--- config.mk ---
export PLATFORM = sky130hd
export DESIGN_NAME = mail_message_tokenizer
export DESIGN_NICKNAME = d
export VERILOG_FILES = /design/src/rtl/mmt_pkg.sv /design/src/rtl/mmt_front.sv /design/src/rtl/mmt_queue.sv /design/src/rtl/mmt_back.sv /design/src/rtl/mail_message_tokenizer.sv
export SDC_FILE = /design/constraint.sdc
export NUM_CORES = 1
export LEC_CHECK = 0
export ABC_AREA = 0
export BUFFER_PORTS_ARGS = -buffer_cell sky130_fd_sc_hd__buf_2
export CORE_ASPECT_RATIO = 0.5
export CORE_MARGIN = 3
export CORE_UTILIZATION = 50
export DETAILED_ROUTE_END_ITERATION = 12
export GPL_TIMING_DRIVEN = 0
export MAX_ROUTING_LAYER = met4
export PLACE_DENSITY = 0.64
export SYNTH_ARGS = -nofsm -noshare
export SYNTH_HDL_FRONTEND = slang
export SYNTH_SLANG_ARGS = --single-unit
export TNS_END_PERCENT = 50
--- constraint.sdc ---
create_clock -name clock -period 10.3 [get_ports clock]
set_input_delay 1.545 -clock clock [delete_from_list [all_inputs] [get_ports clock]]
set_output_delay 1.545 -clock clock [all_outputs]
set_load 0.005 [all_outputs]
--- src/rtl/mmt_pkg.sv ---
`timescale 1ns / 1ps
// ----------------------------------------------------------------------------
// Mail message tokenizer package
// Parser state codes, token codes, character constants and the event record
// that travels from the parser to the output stage.
// ----------------------------------------------------------------------------
package mmt_pkg;

   localparam int POS_WIDTH_DEF   = 32;
   localparam int QUEUE_DEPTH_DEF = 4;
   localparam int SPAN_WIDTH      = 32;
   localparam int BYTE_WIDTH      = 8;
   localparam int TOK_WIDTH       = 3;

   localparam logic [BYTE_WIDTH-1:0] CH_CR    = 8'h0D;
   localparam logic [BYTE_WIDTH-1:0] CH_LF    = 8'h0A;
   localparam logic [BYTE_WIDTH-1:0] CH_SPACE = 8'h20;
   localparam logic [BYTE_WIDTH-1:0] CH_TAB   = 8'h09;
   localparam logic [BYTE_WIDTH-1:0] CH_COLON = 8'h3A;
   localparam logic [BYTE_WIDTH-1:0] CH_UP_F  = 8'h46;
   localparam logic [BYTE_WIDTH-1:0] CH_LO_R  = 8'h72;
   localparam logic [BYTE_WIDTH-1:0] CH_LO_O  = 8'h6F;
   localparam logic [BYTE_WIDTH-1:0] CH_LO_M  = 8'h6D;

   typedef enum logic [4:0] {
      ST_ENTRY      = 5'd0,
      ST_HEADERS    = 5'd1,
      ST_HEADERS_CR = 5'd2,
      ST_FIELD_NAME = 5'd3,
      ST_COLON      = 5'd4,
      ST_FIELD_BODY = 5'd5,
      ST_FB_CR      = 5'd6,
      ST_FB_CRLF    = 5'd7,
      ST_BODY       = 5'd8,
      ST_BODY_CR    = 5'd9,
      ST_FROM_F     = 5'd10,
      ST_FROM_R     = 5'd11,
      ST_FROM_O     = 5'd12,
      ST_FROM_M     = 5'd13,
      ST_MBREAK     = 5'd14,
      ST_MBREAK_CR  = 5'd15,
      ST_MBREAK_LF  = 5'd16
   } parse_state_type;

   typedef enum logic [TOK_WIDTH-1:0] {
      TK_ERR        = 3'd0,
      TK_FIELD_NAME = 3'd1,
      TK_COLON      = 3'd2,
      TK_FIELD_BODY = 3'd3,
      TK_BODY       = 3'd4,
      TK_BREAK      = 3'd5
   } tok_code_type;

   typedef enum logic {
      EV_TOKEN   = 1'b0,
      EV_NEWLINE = 1'b1
   } ev_kind_type;

   // One parsed byte worth of events: a token span, optionally followed by
   // a newline span.
   typedef struct packed {
      logic                  pair;
      tok_code_type          tok;
      logic [SPAN_WIDTH-1:0] tok_start;
      logic [SPAN_WIDTH-1:0] tok_end;
      logic [SPAN_WIDTH-1:0] nl_start;
      logic [SPAN_WIDTH-1:0] nl_end;
   } evt_rec_type;

   typedef struct packed {
      logic full;
      logic valid;
   } q_stat_type;

endpackage

--- src/rtl/mmt_front.sv ---
`timescale 1ns / 1ps
// ----------------------------------------------------------------------------
// Mail message tokenizer parser
// Takes one byte per cycle while byte_accept is high, advances the parse
// state and pushes the token and newline spans that the byte closes.
// ----------------------------------------------------------------------------
module mmt_front #(
   parameter int POS_WIDTH = mmt_pkg::POS_WIDTH_DEF
) (
   input  logic                             clock,
   input  logic                             reset,
   input  logic                             byte_accept,
   input  logic [mmt_pkg::BYTE_WIDTH-1:0]   byte_value,
   output logic                             push,
   output mmt_pkg::evt_rec_type             push_rec
);
   import mmt_pkg::*;

   typedef struct packed {
      parse_state_type      st;
      tok_code_type         tok;
      logic [POS_WIDTH-1:0] start;
      logic [POS_WIDTH-1:0] brk;
      logic                 again;
      logic                 emit_tok;
      logic                 emit_nl;
      tok_code_type         ev_tok;
      logic [POS_WIDTH-1:0] ev_start;
      logic [POS_WIDTH-1:0] ev_end;
   } step_type;

   function automatic step_type step(
      input parse_state_type      st,
      input logic [BYTE_WIDTH-1:0] c,
      input logic [POS_WIDTH-1:0] pos,
      input tok_code_type         tok,
      input logic [POS_WIDTH-1:0] start,
      input logic [POS_WIDTH-1:0] brk
   );
      step_type r;
      r.st       = st;
      r.tok      = tok;
      r.start    = start;
      r.brk      = brk;
      r.again    = 1'b0;
      r.emit_tok = 1'b0;
      r.emit_nl  = 1'b0;
      r.ev_tok   = tok;
      r.ev_start = start;
      r.ev_end   = pos;
      case (st)
         ST_HEADERS: begin
            if (c == CH_CR) begin
               r.tok = TK_BODY;
               r.st  = ST_HEADERS_CR;
            end else if (c == CH_LF) begin
               r.tok = TK_BODY;
               r.st  = ST_BODY_CR;
            end else begin
               r.tok = TK_FIELD_NAME;
               r.st  = ST_FIELD_NAME;
            end
         end
         ST_HEADERS_CR: begin
            if (c == CH_LF) begin
               r.st = ST_BODY_CR;
            end else begin
               r.st    = ST_HEADERS;
               r.again = 1'b1;
            end
         end
         ST_FIELD_NAME: begin
            if (c == CH_COLON) begin
               r.emit_tok = 1'b1;
               r.tok      = TK_COLON;
               r.start    = pos;
               r.st       = ST_COLON;
            end
         end
         ST_COLON: begin
            // close the colon and look at this byte again as field body
            r.emit_tok = 1'b1;
            r.tok      = TK_FIELD_BODY;
            r.start    = pos;
            r.st       = ST_FIELD_BODY;
            r.again    = 1'b1;
         end
         ST_FIELD_BODY: begin
            if (c == CH_CR) begin
               r.brk = pos;
               r.st  = ST_FB_CR;
            end else if (c == CH_LF) begin
               r.brk = pos;
               r.st  = ST_FB_CRLF;
            end
         end
         ST_FB_CR: begin
            r.st = (c == CH_LF) ? ST_FB_CRLF : ST_FIELD_BODY;
         end
         ST_FB_CRLF: begin
            if (c == CH_SPACE || c == CH_TAB) begin
               r.st = ST_FIELD_BODY;
            end else begin
               // unfolded line: close the field body and the newline
               r.emit_tok = 1'b1;
               r.emit_nl  = 1'b1;
               r.ev_end   = brk;
               r.tok      = TK_ERR;
               r.start    = pos;
               r.st       = ST_HEADERS;
               r.again    = 1'b1;
            end
         end
         ST_BODY: begin
            if (c == CH_CR || c == CH_LF) begin
               r.st = ST_BODY_CR;
            end
         end
         ST_BODY_CR: begin
            if (c == CH_UP_F) begin
               r.st = ST_FROM_F;
            end else begin
               r.st    = ST_BODY;
               r.again = 1'b1;
            end
         end
         ST_FROM_F: begin
            if (c == CH_LO_R) begin
               r.st = ST_FROM_R;
            end else begin
               r.st    = ST_BODY;
               r.again = 1'b1;
            end
         end
         ST_FROM_R: begin
            if (c == CH_LO_O) begin
               r.st = ST_FROM_O;
            end else begin
               r.st    = ST_BODY;
               r.again = 1'b1;
            end
         end
         ST_FROM_O: begin
            if (c == CH_LO_M) begin
               r.st = ST_FROM_M;
            end else begin
               r.st    = ST_BODY;
               r.again = 1'b1;
            end
         end
         ST_FROM_M: begin
            // the break began four bytes back, at the F
            r.emit_tok = (pos > POS_WIDTH'(4));
            r.ev_end   = pos - POS_WIDTH'(4);
            r.start    = pos - POS_WIDTH'(4);
            r.tok      = TK_BREAK;
            r.st       = ST_MBREAK;
            r.again    = 1'b1;
         end
         ST_MBREAK: begin
            if (c == CH_CR) begin
               r.st = ST_MBREAK_CR;
            end else if (c == CH_LF) begin
               r.st = ST_MBREAK_LF;
            end
         end
         ST_MBREAK_CR: begin
            r.emit_tok = 1'b1;
            r.ev_end   = pos - POS_WIDTH'(1);
            r.st       = ST_HEADERS;
            if (c == CH_LF) begin
               r.start = pos + POS_WIDTH'(1);
            end else begin
               r.start = pos;
               r.again = 1'b1;
            end
         end
         ST_MBREAK_LF: begin
            r.emit_tok = 1'b1;
            r.ev_end   = pos - POS_WIDTH'(1);
            r.start    = pos;
            r.st       = ST_HEADERS;
            r.again    = 1'b1;
         end
         default: begin
            if (c == CH_UP_F) begin
               r.st = ST_FROM_F;
            end else begin
               r.st    = ST_HEADERS;
               r.again = 1'b1;
            end
         end
      endcase
      return r;
   endfunction

   parse_state_type      state_ff, state_in;
   tok_code_type         tok_ff, tok_in;
   logic [POS_WIDTH-1:0] start_ff, start_in;
   logic [POS_WIDTH-1:0] brk_ff, brk_in;
   logic [POS_WIDTH-1:0] pos_ff, pos_in;
   step_type             first_step, second_step, final_step;

   always_ff @(posedge clock) begin
      if (reset) begin
         state_ff <= ST_ENTRY;
         tok_ff   <= TK_ERR;
         start_ff <= '0;
         brk_ff   <= '0;
         pos_ff   <= '0;
      end else begin
         state_ff <= state_in;
         tok_ff   <= tok_in;
         start_ff <= start_in;
         brk_ff   <= brk_in;
         pos_ff   <= pos_in;
      end
   end

   // Only the first pass can emit; a re-examined byte lands in a state
   // that merely moves on.
   always_comb begin
      first_step  = step(state_ff, byte_value, pos_ff, tok_ff, start_ff, brk_ff);
      second_step = step(first_step.st, byte_value, pos_ff, first_step.tok,
                         first_step.start, first_step.brk);
      final_step  = first_step.again ? second_step : first_step;

      state_in = state_ff;
      tok_in   = tok_ff;
      start_in = start_ff;
      brk_in   = brk_ff;
      pos_in   = pos_ff;
      if (byte_accept) begin
         state_in = final_step.st;
         tok_in   = final_step.tok;
         start_in = final_step.start;
         brk_in   = final_step.brk;
         pos_in   = pos_ff + POS_WIDTH'(1);
      end

      push               = byte_accept && first_step.emit_tok;
      push_rec.pair      = first_step.emit_nl;
      push_rec.tok       = first_step.ev_tok;
      push_rec.tok_start = SPAN_WIDTH'(first_step.ev_start);
      push_rec.tok_end   = SPAN_WIDTH'(first_step.ev_end);
      push_rec.nl_start  = SPAN_WIDTH'(first_step.brk);
      push_rec.nl_end    = SPAN_WIDTH'(pos_ff);
   end

endmodule

--- src/rtl/mmt_queue.sv ---
`timescale 1ns / 1ps
// ----------------------------------------------------------------------------
// Mail message tokenizer event queue
// Short first-in first-out buffer of event records between the parser and
// the output stage.
// ----------------------------------------------------------------------------
module mmt_queue #(
   parameter int DEPTH = mmt_pkg::QUEUE_DEPTH_DEF
) (
   input  logic                  clock,
   input  logic                  reset,
   input  logic                  push,
   input  mmt_pkg::evt_rec_type  push_rec,
   input  logic                  pop,
   output mmt_pkg::evt_rec_type  head_rec,
   output mmt_pkg::q_stat_type   stat
);
   import mmt_pkg::*;

   localparam int PTR_W = (DEPTH > 1) ? $clog2(DEPTH) : 1;
   localparam int CNT_W = $clog2(DEPTH + 1);

   evt_rec_type        mem_ff [DEPTH];
   logic [PTR_W-1:0]   wr_ptr_ff, wr_ptr_in;
   logic [PTR_W-1:0]   rd_ptr_ff, rd_ptr_in;
   logic [CNT_W-1:0]   count_ff, count_in;
   logic               do_push, do_pop;

   assign stat.full  = (count_ff == CNT_W'(DEPTH));
   assign stat.valid = (count_ff != '0);
   assign head_rec   = mem_ff[rd_ptr_ff];

   always_comb begin
      do_push   = push && !stat.full;
      do_pop    = pop && stat.valid;
      wr_ptr_in = wr_ptr_ff;
      rd_ptr_in = rd_ptr_ff;
      count_in  = count_ff;
      if (do_push) begin
         wr_ptr_in = (wr_ptr_ff == PTR_W'(DEPTH - 1)) ? '0 : wr_ptr_ff + PTR_W'(1);
      end
      if (do_pop) begin
         rd_ptr_in = (rd_ptr_ff == PTR_W'(DEPTH - 1)) ? '0 : rd_ptr_ff + PTR_W'(1);
      end
      if (do_push && !do_pop) begin
         count_in = count_ff + CNT_W'(1);
      end else if (do_pop && !do_push) begin
         count_in = count_ff - CNT_W'(1);
      end
   end

   always_ff @(posedge clock) begin
      if (reset) begin
         wr_ptr_ff <= '0;
         rd_ptr_ff <= '0;
         count_ff  <= '0;
      end else begin
         wr_ptr_ff <= wr_ptr_in;
         rd_ptr_ff <= rd_ptr_in;
         count_ff  <= count_in;
      end
   end

   always_ff @(posedge clock) begin
      if (do_push) begin
         mem_ff[wr_ptr_ff] <= push_rec;
      end
   end

endmodule

--- src/rtl/mmt_back.sv ---
`timescale 1ns / 1ps
// ----------------------------------------------------------------------------
// Mail message tokenizer output stage
// Splits each event record into one or two beats and holds them in an
// output register until the receiver takes them.
// ----------------------------------------------------------------------------
module mmt_back (
   input  logic                            clock,
   input  logic                            reset,
   input  mmt_pkg::evt_rec_type            head_rec,
   input  mmt_pkg::q_stat_type             stat,
   output logic                            pop,
   output logic                            rsp_tvalid,
   input  logic                            rsp_tready,
   output logic [2*mmt_pkg::SPAN_WIDTH-1:0] rsp_tdata,
   output logic [mmt_pkg::TOK_WIDTH:0]     rsp_tuser,
   output logic                            rsp_tlast
);
   import mmt_pkg::*;

   logic                  valid_ff, valid_in;
   logic                  phase_ff, phase_in;
   ev_kind_type           kind_ff, kind_in;
   tok_code_type          tok_ff, tok_in;
   logic [SPAN_WIDTH-1:0] start_ff, start_in;
   logic [SPAN_WIDTH-1:0] end_ff, end_in;
   logic                  last_ff, last_in;
   logic                  load;

   always_comb begin
      load     = stat.valid && (!valid_ff || rsp_tready);
      pop      = load && (phase_ff || !head_rec.pair);
      valid_in = valid_ff;
      phase_in = phase_ff;
      kind_in  = kind_ff;
      tok_in   = tok_ff;
      start_in = start_ff;
      end_in   = end_ff;
      last_in  = last_ff;
      if (load) begin
         valid_in = 1'b1;
         if (phase_ff) begin
            kind_in  = EV_NEWLINE;
            tok_in   = TK_ERR;
            start_in = head_rec.nl_start;
            end_in   = head_rec.nl_end;
            last_in  = 1'b1;
            phase_in = 1'b0;
         end else begin
            kind_in  = EV_TOKEN;
            tok_in   = head_rec.tok;
            start_in = head_rec.tok_start;
            end_in   = head_rec.tok_end;
            last_in  = !head_rec.pair;
            phase_in = head_rec.pair;
         end
      end else if (rsp_tready) begin
         valid_in = 1'b0;
      end
   end

   always_ff @(posedge clock) begin
      if (reset) begin
         valid_ff <= 1'b0;
         phase_ff <= 1'b0;
      end else begin
         valid_ff <= valid_in;
         phase_ff <= phase_in;
      end
   end

   always_ff @(posedge clock) begin
      kind_ff  <= kind_in;
      tok_ff   <= tok_in;
      start_ff <= start_in;
      end_ff   <= end_in;
      last_ff  <= last_in;
   end

   assign rsp_tvalid = valid_ff;
   assign rsp_tdata  = {end_ff, start_ff};
   assign rsp_tuser  = {tok_ff, kind_ff};
   assign rsp_tlast  = last_ff;

endmodule

--- src/rtl/mail_message_tokenizer.sv ---
`timescale 1ns / 1ps
// ----------------------------------------------------------------------------
// Mail message tokenizer
// Splits an mbox-style message byte stream into field name, colon, field
// body, message body and message break spans plus newline spans.
// ----------------------------------------------------------------------------
// Usage:
//   req_* takes one raw message byte per beat. rsp_* returns spans as byte
//   offsets from reset: start and exclusive end in tdata, event kind and
//   token type in tuser. tlast marks the final span caused by one byte.
//   A byte causes zero, one or two spans; bytes that close nothing give
//   no beat at all.
//   Throughput: one byte per cycle while rsp keeps up. The parser resolves
//   each byte, re-examinations included, in combinational logic. Each span
//   is one rsp beat, so a byte that closes a field line gives two beats.
//   A run of one-letter header lines gives four spans for three bytes; the
//   queue then fills and req_tready drops while the extra beats drain.
//   The first span of a byte is written into the queue and then loaded into
//   the output register before it is on rsp.
//   Reset: the parser returns to the first-byte state with all offsets at
//   zero and the queue empties. When the receiver stalls, spans collect in
//   the queue and req_tready drops once it is full; bytes are held off
//   until a record drains.
// ----------------------------------------------------------------------------
module mail_message_tokenizer #(
   parameter int POS_WIDTH   = mmt_pkg::POS_WIDTH_DEF,
   parameter int QUEUE_DEPTH = mmt_pkg::QUEUE_DEPTH_DEF
) (
   input  logic                             clock,
   input  logic                             reset,
   input  logic                             req_tvalid,
   output logic                             req_tready,
   input  logic [mmt_pkg::BYTE_WIDTH-1:0]   req_tdata,   // [7:0] byte_value
   output logic                             rsp_tvalid,
   input  logic                             rsp_tready,
   output logic [2*mmt_pkg::SPAN_WIDTH-1:0] rsp_tdata,   // [31:0] span_start, [63:32] span_end
   output logic [mmt_pkg::TOK_WIDTH:0]      rsp_tuser,   // [0] event_kind, [3:1] token_type
   output logic                             rsp_tlast    // last_of_run
);
   import mmt_pkg::*;

   logic        byte_accept;
   logic        push;
   logic        pop;
   evt_rec_type push_rec;
   evt_rec_type head_rec;
   q_stat_type  stat;

   assign req_tready  = !stat.full;
   assign byte_accept = req_tvalid && req_tready;

   mmt_front #(
      .POS_WIDTH (POS_WIDTH)
   ) u_front (
      .clock       (clock),
      .reset       (reset),
      .byte_accept (byte_accept),
      .byte_value  (req_tdata),
      .push        (push),
      .push_rec    (push_rec)
   );

   mmt_queue #(
      .DEPTH (QUEUE_DEPTH)
   ) u_queue (
      .clock    (clock),
      .reset    (reset),
      .push     (push),
      .push_rec (push_rec),
      .pop      (pop),
      .head_rec (head_rec),
      .stat     (stat)
   );

   mmt_back u_back (
      .clock      (clock),
      .reset      (reset),
      .head_rec   (head_rec),
      .stat       (stat),
      .pop        (pop),
      .rsp_tvalid (rsp_tvalid),
      .rsp_tready (rsp_tready),
      .rsp_tdata  (rsp_tdata),
      .rsp_tuser  (rsp_tuser),
      .rsp_tlast  (rsp_tlast)
   );

   // a newline span always closes the run of its byte
   a_newline_last: assert property (@(posedge clock) disable iff (reset)
      rsp_tvalid && rsp_tuser[0] |-> rsp_tlast)
      else $error("newline beat without tlast");

   // a newline span carries token type zero
   a_newline_type: assert property (@(posedge clock) disable iff (reset)
      rsp_tvalid && rsp_tuser[0] |-> rsp_tuser[TOK_WIDTH:1] == TK_ERR)
      else $error("newline beat with nonzero token type");

   // a token beat that is not last is followed at once by its newline beat
   a_pair_follows: assert property (@(posedge clock) disable iff (reset)
      rsp_tvalid && rsp_tready && !rsp_tlast |=> rsp_tvalid && rsp_tuser[0])
      else $error("field body beat not followed by its newline beat");

   // a push is never dropped by a full queue
   a_no_overflow: assert property (@(posedge clock) disable iff (reset)
      push |-> !stat.full)
      else $error("event record pushed into a full queue");

endmodule

==> results.tsv, run 1 <==
metric	value	unit
vias per cell	6.40	
Cell variety after synth	83	
Finished Layout Cells	3117	
failing checks	capacitance limit, slew limit	
Yosys warning total	0	
Bufs on Longest Clock Path	3	
Remaining DRCs	0	
Starting Density	0.514	
gr usage total	0.291	
initial antenna violation count	4	
Max Freq	179	MHz
power per standard cell area	224	mW/mm^2
final setup fails	0	
largest net degree at the start of global routing	57	
setup bufs post-CTS	0	
RSZ-0062 raised after global routing	no	
share of the synthesized area in the top cell type	0.580	
CP max-delay cell	o21ai_0	
chip width	358	um
number of global-route vias before repair	19100	
mapped cell area	0.0309	mm^2
die area	0.0650	mm^2
H-Tree Level Count	2	
critical path arrival	5.82	ns
r2r endpoint	u_queue.mem_ff[1][25]$_DFFE_PP_	
crit-path max FO	10	
clock sinks	712	
iteration count of the initial detailed-routing pass	7	
relative max-transition margin	-0.000781	
Simple-Gate Fraction of Synth Area	0.0880	
status	complete, but fails checks	
Avg Inst Size Synth	14.8	um^2
number of synthesized flops with an enable pin	597	
hold_buf cts	0	
Wirelength per Cell	29.3	um
area share of fa/ha/maj cells after synthesis	0.00551	
DPL Wire Length	65300	um
top cells by area, synth	edfxtp_1 (58%), mux4_2 (9.6%), dfxtp_1 (7.4%), mux2_2 (3.6%), nor2_1 (1.6%)	
Inst Count DP	2990	
first-pass GRT wire length	133000	um
Total Power	0.00778	W
Reg2Reg Depth	8	
Async S/R FF share, synth	0	
top cell family by delay on the critical path	compound AO/OA/AOI/OAI gates	
end of the worst hold path	u_back.kind_ff$_DFFE_PP_	
CP Capture Type	flop	
prevailing post-synth register cell	edfxtp_1	
R2R setup slack	4.85	ns
HP Class	reg -> reg	
Clock Latency Late Sink	0.65	ns
Setup CP Type	in -> reg	
total core area	0.0601	mm^2
Req. time, crit path	10.53	ns
cell taking the most area after synthesis	edfxtp_1	
Final Skew	0.0456	ns
hold_ws	0.453	ns
final-report hold violation count	0	
crit path launch type	input port	
Die H	182	um
Synth Area in Compound Gates	0.0753	
WL final	91300	um
ratio of cells with drive above 1 in the final layout	0.200	
mux contribution to synthesized area	0.142	
VDD IR max	0.000155	V
WP buf/inv	2	
clk root buf	clkbuf_16	
Tcrit/Tclk final	0.543	
Layout Nets	2269	
CP max stage delay	1.16	ns
RePlAce Congestion	1.00	
sequential share of the synthesized area	0.654	
vias	19900	
Final ANT Viol Nets	0	
Cells after Synth	2087	
number of synthesized register bits	712	
xor/xnor cell area share of the yosys netlist	0.0122	
WHS Path Cells	0	
PostCTS Resize Cnt	0	
CTS tree	yes	
worst path cell trace	clkbuf_1 > or4_1 > a211oi_2 > nor2_1 > nor2_1 > o21a_1 > clkbuf_1 > a21oi_1 > o21ai_0	
most frequent cells after synthesis	edfxtp_1 (597), nor2_1 (135), mux4_2 (132), nand2_1 (127), clkbuf_1 (121)	
Max-cap violations	2	
port buffer count	81	
max-slew violations	2	
Worst-path clk slew	0.07	ns
drt initial violations	2782	
Leak	11.2	nW
area grow syn2layout	12.4	%
syn_nets	2112	
Congestion Overflow GR	0	
I/O pins	83	
Num CTS Buffers	60	
Worst R2R Start	u_front.state_ff[2]$_SDFFE_PP0P_	
most common cell in the netlist	edfxtp_1	
Cell Rows	63	
Hold Crit Start	u_back.phase_ff$_SDFFE_PP0P_	
Final min period	5.59	ns
main combinational cell family by area after synthesis	multiplexers	
Slew @ Worst Pin	1.50	ns
cells in the final DEF, fill, tap and decap left out, types with 22 or more instances in the layout:
cell type,n
a21oi_1,88
buf_2,85
clkbuf_1,131
clkbuf_16,61
dfxtp_1,115
edfxtp_1,597
inv_1,22
mux2_2,99
mux2i_1,30
mux4_2,132
nand2_1,127
nand2b_1,53
nand3_1,35
nor2_1,135
nor3_1,38
o21ai_0,98
or3_1,24
xnor2_1,23
worst max-delay path by stage:
stage	startpoint	end	slack (ns)	cells after the start
3_5_place_dp	req_tdata[2]	u_queue.mem_ff[1][129]$_DFFE_PP_	4.38	8
5_1_grt	req_tdata[2]	u_queue.mem_ff[1][64]$_DFFE_PP_	4.72	8
2_1_floorplan	req_tdata[2]	u_queue.mem_ff[0][0]$_DFFE_PP_	3.41	6
3_3_place_gp	req_tdata[2]	u_queue.mem_ff[0][30]$_DFFE_PP_	-0.24	7
6_report	req_tdata[1]	u_queue.mem_ff[0][67]$_DFFE_PP_	4.71	9
4_1_cts	req_tdata[2]	u_queue.mem_ff[1][25]$_DFFE_PP_	5.03	8
power by group:
part	total, W	leakage [nW]	internal [W]	switching [W]
clock network	0.00240	1.00	0.00133	0.00107
registers	0.00352	6.58	0.00343	0.0000840
logic	0.00186	3.62	0.000797	0.00107
area by class of cell:
| cell class | count | area [um^2] |
|---|---|---|
| diodes | 9 | 22.5 |
| plain buffers | 149 | 616 |
| clock buffers | 73 | 1590 |
| clock inverters | 41 | 473 |
| fillers | 4757 | 25400 |
| inverters | 22 | 82.6 |
| multi-input cells | 1204 | 10000 |
| flip-flops and latches | 712 | 20200 |
| well taps | 812 | 1020 |
| repair buffers | 95 | 698 |
logic make-up after synthesis:
kind of cell,after synthesis
compound gates,352
xor+xnor,43
fa+ha+maj,13
buf+inv,171
flops,712
mux,261
simple gates,535
worst reg2reg max path, stage by stage, from the launching register on:
cell      delay [ns]
dfxtp_1         0.36
clkbuf_1        0.42
nor2b_1         0.41
nand2_1         0.27
nor2_1          1.18
nor2_1          0.43
a31oi_1         0.91
and2_4          0.68
buf_16          0.37
metrics by stage:
stage	util	TNS [ns]	area [um^2]	setup WS, ns
after floorplan	-	0	30900	3.41
final	0.578	0	34700	4.71
after global placement	0.538	-79.92	32300	-0.236
after detailed placement	0.542	0	32600	4.38
after global routing	0.578	0	34700	4.72
after CTS	0.577	0	34700	5.03
sequential cells by signal, summed over array words and instances, names as in the netlist, 3 cells and up, named ones only:
| signal | count |
|---|---|
| u_front.brk_ff | 32 |
| u_back.end_ff | 32 |
| u_front.pos_ff | 32 |
| u_front.start_ff | 32 |
| u_back.start_ff | 32 |
| u_front.state_ff | 5 |
| u_queue.mem_ff | 528 |
| u_back.tok_ff | 3 |
| u_front.tok_ff | 3 |
| u_queue.count_ff | 3 |
per-layer routing:
metal / up-vias / track usage / part of all wire
met4: 0 / 0.0550 / 0.018
met2: 908 / 0.390 / 0.41
li1: 8497 / - / -
met3: 116 / 0.0590 / 0.099
met1: 10400 / 0.458 / 0.47
met5: - / - / 0
Note: power is estimated with default switching activity, not from simulation.
==> inputs of run 2 (changes only) <==
- ABC_AREA: 0 -> 1
- clock period: 10.3 -> 5.6 ns (I/O delays scaled with it)
==> results.tsv, run 2 <==
metric	value	unit	change
Wirelength per Cell	27.4	um	-6.4%
CTS tree	yes		
Remaining DRCs	0		unchanged
final-report hold violation count	0		unchanged
drt initial violations	4013		+44%
I/O pins	83		unchanged
number of global-route vias before repair	24300		+28%
total core area	0.0635	mm^2	+5.6%
most common cell in the netlist	nor2_1		
RePlAce Congestion	1.03		+2.7%
WL final	121000	um	+32%
vias per cell	6.15		-3.9%
setup bufs post-CTS	0		unchanged
die area	0.0679	mm^2	+4.4%
Setup CP Type	reg -> reg		
R2R setup slack	0.73	ns	-4.12 ns
gr usage total	0.362		+0.0719
Leak	13.0	nW	+16%
Starting Density	0.509		-0.00517
CP Capture Type	flop		
Final min period	4.87	ns	
r2r endpoint	u_queue.mem_ff[0][67]$_DFFE_PP_		
Largest Register	u_queue.mem_ff		
top cell family by delay on the critical path	buffers and inverters		
number of synthesized flops with an enable pin	597		unchanged
hold_buf cts	0		unchanged
Max-cap violations	0		-2
share of the synthesized area in the top cell type	0.555		-0.0252
Worst path depth	10		+1
Avg Inst Size Synth	9.81	um^2	-34%
status	finished, final reports clean		
Cell variety after synth	49		-41%
most frequent cells after synthesis	nor2_1 (674), edfxtp_1 (597), o21ai_0 (392), nand2_1 (357), a21oi_1 (226)		
Yosys warning total	0		unchanged
most frequent cells in the layout	nor2_1 (670), edfxtp_1 (597), o21ai_0 (390), nand2_1 (357), a21oi_1 (226)		
prevailing post-synth register cell	edfxtp_1		
Cell Rows	65		+3.2%
clk root buf	clkbuf_16		
cell taking the most area after synthesis	edfxtp_1		
CP max-delay cell	o221ai_1		
first-pass GRT wire length	171000	um	+29%
Cells after Synth	3295		+58%
worst path cell trace	inv_2 > nand3_1 > nor2_2 > inv_1 > nand3_1 > nand2_1 > inv_1 > buf_2 > buf_1 > o221ai_1		
VDD IR max	0.000286	V	+84%
final setup fails	0		unchanged
Worst R2R Start	u_front.state_ff[4]$_SDFFE_PP0P_		
Final Core Density	0.574		-0.00365
mapped cell area	0.0323	mm^2	+4.5%
top cells by area, synth	edfxtp_1 (55%), nor2_1 (7.8%), dfxtp_1 (7.1%), o21ai_0 (6.1%), nand2_1 (4.1%)		
Num CTS Buffers	61		+1.7%
leading cell type in the layout, fill and taps excluded	nor2_1		
Largest register FFs	528		unchanged
Req. time, crit path	5.78	ns	-4.75 ns
Max Freq	205	MHz	
power per standard cell area	481	mW/mm^2	+110%
vias	27000		+36%
WHS Path Cells	0		unchanged
Slew @ Worst Pin	1.34	ns	-0.159 ns
CP max stage delay	0.67	ns	-0.49 ns
end of the worst hold path	u_queue.mem_ff[1][30]$_DFFE_PP_		
iteration count of the initial detailed-routing pass	6		-1
hold_ws	0.467	ns	+0.0143 ns
initial antenna violation count	7		+3
max-slew violations	0		-2
HP Class	reg -> reg		
Clock Latency Late Sink	0.65	ns	about the same
Final ANT Viol Nets	0		unchanged
Reg2Reg Depth	10		+2
DPL Wire Length	89600	um	+37%
Layout Nets	3489		+54%
syn_nets	3320		+57%
Final Skew	0.0498	ns	+0.00418 ns
ratio of cells with drive above 1 in the final layout	0.0734		-0.127
critical path arrival	5.05	ns	-0.77 ns
crit-path max FO	10		unchanged
relative max-transition margin	0.109		+0.110
area grow syn2layout	12.8	%	
H-Tree Level Count	2		unchanged
largest net degree at the start of global routing	29		-49%
Bufs on Longest Clock Path	3		unchanged
Hold Crit Start	u_front.pos_ff[30]$_SDFFE_PP0P_		
Tcrit/Tclk final	0.869		
crit path launch type	flop		
Worst-path clk slew	0.07	ns	about the same
PostCTS Resize Cnt	0		unchanged
WP buf/inv	5		+3
Congestion Overflow GR	0		unchanged
Die H	186	um	+2.2%
port buffer count	81		unchanged
setup TNS	0	ns	unchanged
Async S/R FF share, synth	0		unchanged
number of synthesized register bits	712		unchanged
chip width	366	um	+2.2%
clock sinks	712		unchanged
RSZ-0062 raised after global routing	no		
sequential share of the synthesized area	0.626		-0.0285
## run 2: logic make-up after synthesis
family	Yosys count	share of synthesized area
xor gates and xnor gates	36	0.00976
and+or+nand+nor	1221	0.154
buffers and inverters	410	0.0496
DFF	712	0.626
adders and majority gates	13	0.00527
AOI/OAI and AO/OA	903	0.156
## run 2: worst max path at each step
stage                                      from                               to  slack (ns)
2_1_floorplan    u_front.pos_ff[2]$_SDFFE_PP0P_   u_queue.mem_ff[0][0]$_DFFE_PP_       -0.19
3_3_place_gp     u_front.pos_ff[2]$_SDFFE_PP0P_  u_queue.mem_ff[3][65]$_DFFE_PP_       -4.47
3_5_place_dp     u_front.pos_ff[2]$_SDFFE_PP0P_  u_queue.mem_ff[2][66]$_DFFE_PP_        0.89
4_1_cts          u_front.pos_ff[2]$_SDFFE_PP0P_  u_queue.mem_ff[2][78]$_DFFE_PP_        0.91
5_1_grt          u_front.pos_ff[2]$_SDFFE_PP0P_  u_queue.mem_ff[2][78]$_DFFE_PP_        0.59
6_report       u_front.state_ff[4]$_SDFFE_PP0P_  u_queue.mem_ff[0][67]$_DFFE_PP_        0.73
## run 2: metal layers
layer / routed length, um / share of wire / vias to the layer above / track usage
met5: 0 / 0 / - / -
met4: 2570 / 0.021 / 0 / 0.0800
met3: 16600 / 0.14 / 191 / 0.118
met2: 48000 / 0.40 / 1615 / 0.485
met1: 53400 / 0.44 / 13200 / 0.532
li1: - / - / 12000 / -
## run 2: area by class of cell
type	count	area, um^2
multi-input cells	2173	10500
inverters	196	736
flip-flops and latches	712	20200
clock buffers	81	1650
plain buffers	214	870
repair buffers	106	916
diodes	12	30.0
well taps	871	1090
clock inverters	34	413
fillers	5504	27100
## run 2: through the flow
step / setup WS, ns / area, um^2 / power (W) / instances
floorplan: -0.186 / 32300 / 0.0104 / 3295
global placement: -4.47 / 33800 / 0.0130 / 4247
detailed placement: 0.887 / 34400 / 0.0130 / 4272
CTS: 0.908 / 36400 / 0.0174 / 4387
global route: 0.590 / 36400 / 0.0184 / 4394
finish: 0.732 / 36500 / 0.0175 / 4399
## run 2: power breakdown
group / total [W] / leakage (nW) / internal, W / switching (W)
Sequential: 0.00701 / 6.54 / 0.00661 / 0.000396
Clock: 0.00444 / 1.01 / 0.00242 / 0.00202
Combinational: 0.00610 / 5.47 / 0.00165 / 0.00445
Total: 0.0175 / 13.0 / 0.0107 / 0.00686
